===== config.mk =====
export PLATFORM = sky130hd
export DESIGN_NAME = lwto_stage
export DESIGN_NICKNAME = d
export VERILOG_FILES = /design/src/design/lwto_pkg.sv /design/src/design/lwto_stage.sv
export SDC_FILE = /design/constraint.sdc
export NUM_CORES = 1
export LEC_CHECK = 0
export ABC_AREA = 1
export ABC_CLOCK_PERIOD_IN_PS = 5150
export BUFFER_PORTS_ARGS = -buffer_cell sky130_fd_sc_hd__buf_2
export CORE_MARGIN = 2
export CORE_UTILIZATION = 54
export DETAILED_ROUTE_END_ITERATION = 12
export HOLD_SLACK_MARGIN = 0.03
export PLACE_DENSITY_LB_ADDON = 0.15
export REMOVE_ABC_BUFFERS = 1
export SLEW_MARGIN = 20
export SYNTH_ARGS = -nofsm -noshare
export SYNTH_HDL_FRONTEND = slang
export SYNTH_SLANG_ARGS = --single-unit

===== constraint.sdc =====
create_clock -name clk -period 5.15 [get_ports clk]
set_input_delay 1.2875 -clock clk [delete_from_list [all_inputs] [get_ports clk]]
set_output_delay 1.2875 -clock clk [all_outputs]
set_load 0.05 [all_outputs]

===== src/design/lwto_pkg.sv =====
// Shared types and constants for the longest-window-with-target-ones core.
// Used by lwto_stage, lwto_table and longest_window_with_target_ones_core.
`default_nettype none

package lwto_pkg;

    localparam int MAX_LENGTH = 1024;
    localparam int FIELD_W    = 11;
    // entry 0 of the first-position table is always 0 and is not stored
    localparam int TABLE_DEPTH = MAX_LENGTH;
    localparam int IDX_W       = $clog2(TABLE_DEPTH);
    localparam int ADDR_W      = 3;
    localparam int DATA_W      = 32;

    localparam logic REG_TARGET_ONES = 1'b0;

    typedef struct packed {
        logic               wr_en;
        logic [IDX_W-1:0]   wr_idx;
        logic [FIELD_W-1:0] wr_data;
        logic               rd_en;
        logic [IDX_W-1:0]   rd_idx;
    } mem_req_t;

    typedef struct packed {
        logic               eval;
        logic               zero_sel;
        logic               fwd;
        logic               last;
        logic [FIELD_W-1:0] pos;
        logic [FIELD_W-1:0] ones;
    } stage_t;

endpackage

`default_nettype wire


===== src/design/lwto_stage.sv =====
// Front stage: running ones count and position, table write and lookup address.
// Depends on lwto_pkg.
`default_nettype none

module lwto_stage (
    input  wire logic                          clk,
    input  wire logic                          rst_n,
    input  wire logic                          accept,
    input  wire logic                          bit_value,
    input  wire logic                          last_item,
    input  wire logic [lwto_pkg::FIELD_W-1:0]  target,
    output lwto_pkg::mem_req_t                 req,
    output lwto_pkg::stage_t                   info
);
    import lwto_pkg::*;

    logic [FIELD_W-1:0] ones_reg, ones_next;
    logic [FIELD_W-1:0] pos_reg, pos_next;
    logic               counted;
    logic [FIELD_W-1:0] new_pos;
    logic [FIELD_W-1:0] new_ones;
    logic [FIELD_W-1:0] eff_pos;
    logic [FIELD_W-1:0] eff_ones;
    logic [FIELD_W-1:0] rd_addr;
    logic [FIELD_W-1:0] wr_addr;

    always_comb
    begin
        counted  = (pos_reg < FIELD_W'(MAX_LENGTH));
        new_pos  = pos_reg + FIELD_W'(1);
        new_ones = ones_reg + FIELD_W'(bit_value);
        eff_pos  = counted ? new_pos : pos_reg;
        eff_ones = counted ? new_ones : ones_reg;
        rd_addr  = new_ones - target;
        wr_addr  = new_ones - FIELD_W'(1);

        req.wr_en   = accept && counted && bit_value;
        req.wr_idx  = wr_addr[IDX_W-1:0];
        req.wr_data = new_pos;
        req.rd_en   = accept;
        req.rd_idx  = rd_addr[IDX_W-1:0] - IDX_W'(1);

        info.eval     = counted && (new_ones >= target);
        info.zero_sel = (rd_addr == '0);
        // same-cycle write to the looked-up entry: window starts here, length 0
        info.fwd      = bit_value && (target == '0);
        info.last     = last_item;
        info.pos      = eff_pos;
        info.ones     = eff_ones;

        ones_next = ones_reg;
        pos_next  = pos_reg;
        if (accept)
        begin
            ones_next = last_item ? '0 : eff_ones;
            pos_next  = last_item ? '0 : eff_pos;
        end
    end

    always_ff @(posedge clk or negedge rst_n)
    begin
        if (!rst_n)
        begin
            ones_reg <= '0;
            pos_reg  <= '0;
        end
        else
        begin
            ones_reg <= ones_next;
            pos_reg  <= pos_next;
        end
    end

endmodule

`default_nettype wire


==> impl_metrics.py <==
metrics = {
    "timing": {
        "finClkSkew_ns": 0.00228,
        "worst_slew_pin_slew_ns": 0.490,
        "slew_headroom_pct": 67.3,
        "hold_slack_ns": 0.539,
        "max_freq_mhz": 200,
        "fin_crit_sh_pct": 97.2,
        "hold_viol_final": 0,
        "finalWorstSetupSlack_ns": 0.146,
        "finalSetupViolCount": 0,
        "maxSlewViolCount": 0,
        "period_minus_slack_ns": 5.00,
    },
    "final_layout": {
        "syn2layout_area_growth_pct": 25.5,
        "drive_gt1_share_pct": 28.4,
        "mostFrequentLayoutCells": "nand2_1 (119), inv_1 (77), buf_2 (68)",
        "diodes": 0,
        "nets": 564,
        "final_common_cell": "nand2_1",
    },
    "synth": {
        "synth_fa_ha_area_share_pct": 8.78,
        "synth_flop_cell": "dfrtp_1",
        "syn_area_um2": 2790,
        "synth-compound-area-share_pct": 14.1,
        "netlist_instances": 445,
        "synthDistinctLibCells": 43,
        "ys_ff_latch": 22,
        "avgSynthCellArea_um2": 6.28,
        "synth_top_area_share_pct": 19.7,
        "synth_area_leaders": "dfrtp_1 (20%), nand2_1 (17%), inv_1 (10%)",
        "synth.largest_area_cell": "dfrtp_1",
        "synth_xor_area_share_pct": 5.91,
        "async_flop_share_pct": 100,
        "synth.yosys.seq_area_share_pct": 19.7,
        "muxShareOfSynthArea_pct": 0,
        "synthSimpleGateAreaFrac_pct": 37.8,
        "synth_edf_count": 0,
        "yosysWarnings": 0,
        "synth_top_family_by_area": "simple AND/OR/NAND/NOR gates",
    },
    "floorplan": {
        "row_count": 26,
        "core_region_area_um2": 5040,
        "initial_core_util_pct": 55.4,
        "die_y_um": 75.9,
        "die_w_um": 75.9,
        "dieArea_um2": 5770,
        "top_level_ports": 75,
    },
    "worst_setup_path": {
        "r2r_start": "ones_reg[0]$_DFFE_PN0P_",
        "start_kind": "input port",
        "crit_path_end_kind": "output pin",
        "worstPathArrival_ns": 3.72,
        "startpoint": "bit_value",
        "worst-r2r-cell-count": 11,
        "crit_type": "in -> out",
        "cp.required_ns": 3.86,
        "worstPathMaxFanout": 4,
    },
    "status": {
        "status": "complete, no violations",
    },
    "pwr": {
        "p_leak_nw": 2.01,
        "ir_drop_v": 0.000157,
        "p_per_area_nw_per_um2": 225,
    },
    "routing": {
        "avgRoutedWirePerCell_um": 13.2,
        "antenna_left": 0,
        "detail_route.first_pass.iterations": 4,
        "wirelength_um": 7900,
        "drt_iter0_markers": 100,
        "vias_per_cell": 5.34,
        "drc": 0,
        "vias": 3195,
    },
    "clocking": {
        "holdBufCountCts": 0,
        "numCtsBuffers": 3,
        "clkLatencyLatePin_ns": 0.26,
        "clockRootBuffer": "clkbuf_8",
        "path_clk_slew_ns": 0.08,
        "htree_levels": 1,
        "cts_sinks": 22,
        "post_cts.repair.setup_buffers": 0,
        "clockBufferDepth": 2,
        "cts_tree": "yes",
    },
    "placed_design": {
        "hpwlAfterDp_um": 6250,
        "dp_worst_setup_slack_ns": -0.0515,
        "place_congestion": 0.926,
        "numPortBuffers": 74,
    },
    "worst_hold_path": {
        "worstHoldPathType": "reg -> reg",
        "min_path_cells": 2,
        "hp-start": "ones_reg[6]$_DFFE_PN0P_",
    },
    "global_route": {
        "antenna_found_initial": 0,
        "grt_pass1_vias": 2929,
        "grt_usage_pct": 27.0,
        "grt-ovfl-total": 0,
        "grt_pass1_wl_um": 12900,
        "grt_max_degree": 33,
    },
    "run": {
        "maxCapViolations": 0,
    },
}
## cell usage after synthesis (4+ instances only)
cell      instances
nor2_1           24
nand2_1         123
nand4_1          12
o21ai_1          15
o22ai_1           9
nor3_1            4
nor2_2            4
nor2_4            4
clkbuf_1          5
inv_2             5
nand2_2          10
ha_1             18
dfrtp_1          22
a21oi_1           4
inv_1            78
nand3_1          34
xor2_1           14
o21ai_0          16
## report_power, final
part | leakage [nW] | total, mW | switching (mW) | internal, mW
clock | 0.0288 | 0.125 | 0.0570 | 0.0682
sequential | 0.304 | 0.185 | 0.00712 | 0.178
combinational | 1.68 | 0.477 | 0.358 | 0.120
total | 2.01 | 0.788 | 0.422 | 0.366
## cells by family (layout without fill, tap and decap cells)
family | count (synthesis) | after routing
simple gates | 226 | 226
fa+ha+maj | 19 | 19
buf+inv | 97 | 180
compound gates | 63 | 63
flops | 22 | 22
xor+xnor | 18 | 18
## layout make-up
cell class,count,area (um^2)
inverters,84,315
clock buffers,4,55.1
flip-flops and latches,22,551
repair buffers,92,528
fillers,458,1540
multi-input cells,326,1970
well taps,70,87.6
## worst max-delay path, cell delays in order
cell and delay (ns):
buf_4 0.12, ha_4 0.15, ha_4 0.13, nand2_2 0.08
nor2_4 0.15, nand4_1 0.18, nand2_1 0.14, inv_1 0.07
ha_1 0.35, inv_1 0.09, o21bai_1 0.19, nor2_1 0.10
nand2_1 0.08, nand2_1 0.05, nand2_1 0.13, nand3_1 0.12
nor2_2 0.12, buf_6 0.17
## timing repair
action                                  4_1_cts  5_1_grt
pin swaps                                     0        8
endpoints found under the setup margin        5        8
gates resized for setup                       4       28
## routing by layer
metal | vias to the layer above | share of wire, % | global-route usage, % | wire, um
met5 | - | 0 | 0 | 0
met4 | 0 | 2.6 | 10.5 | 209
met3 | 18 | 3.9 | 2.38 | 307
met2 | 88 | 53 | 50.6 | 4160
met1 | 1503 | 41 | 31.7 | 3230
li1 | 1586 | - | - | -
## through the flow
| step | cells | area, um^2 | power, mW | util, % | setup TNS (ns) |
|---|---|---|---|---|---|
| after floorplan | 432 | 2720 | 0.540 | - | -0.197 |
| final | 598 | 3510 | 0.788 | 69.6 | 0 |
| after detailed placement | 594 | 3320 | 0.654 | 65.8 | -0.169 |
| after global routing | 598 | 3510 | 0.831 | 69.6 | -0.00826 |
| after CTS | 598 | 3380 | 0.780 | 67.1 | 0 |
| after global placement | 594 | 3320 | 0.649 | 65.8 | 0 |
## worst paths after layout
path / end / slack, ns
setup / recovery: info[24] / 0.15
hold / removal: ones_reg[6]$_DFFE_PN0P_ / 0.54
setup reg to reg: ones_reg[10]$_DFFE_PN0P_ / 3.24
hold reg to reg: ones_reg[6]$_DFFE_PN0P_ / 0.54
max in group asynchronous: ones_reg[5]$_DFFE_PN0P_ / 3.84
min in group asynchronous: pos_reg[4]$_DFFE_PN0P_ / 0.97
(Power assumes the default switching activity.)
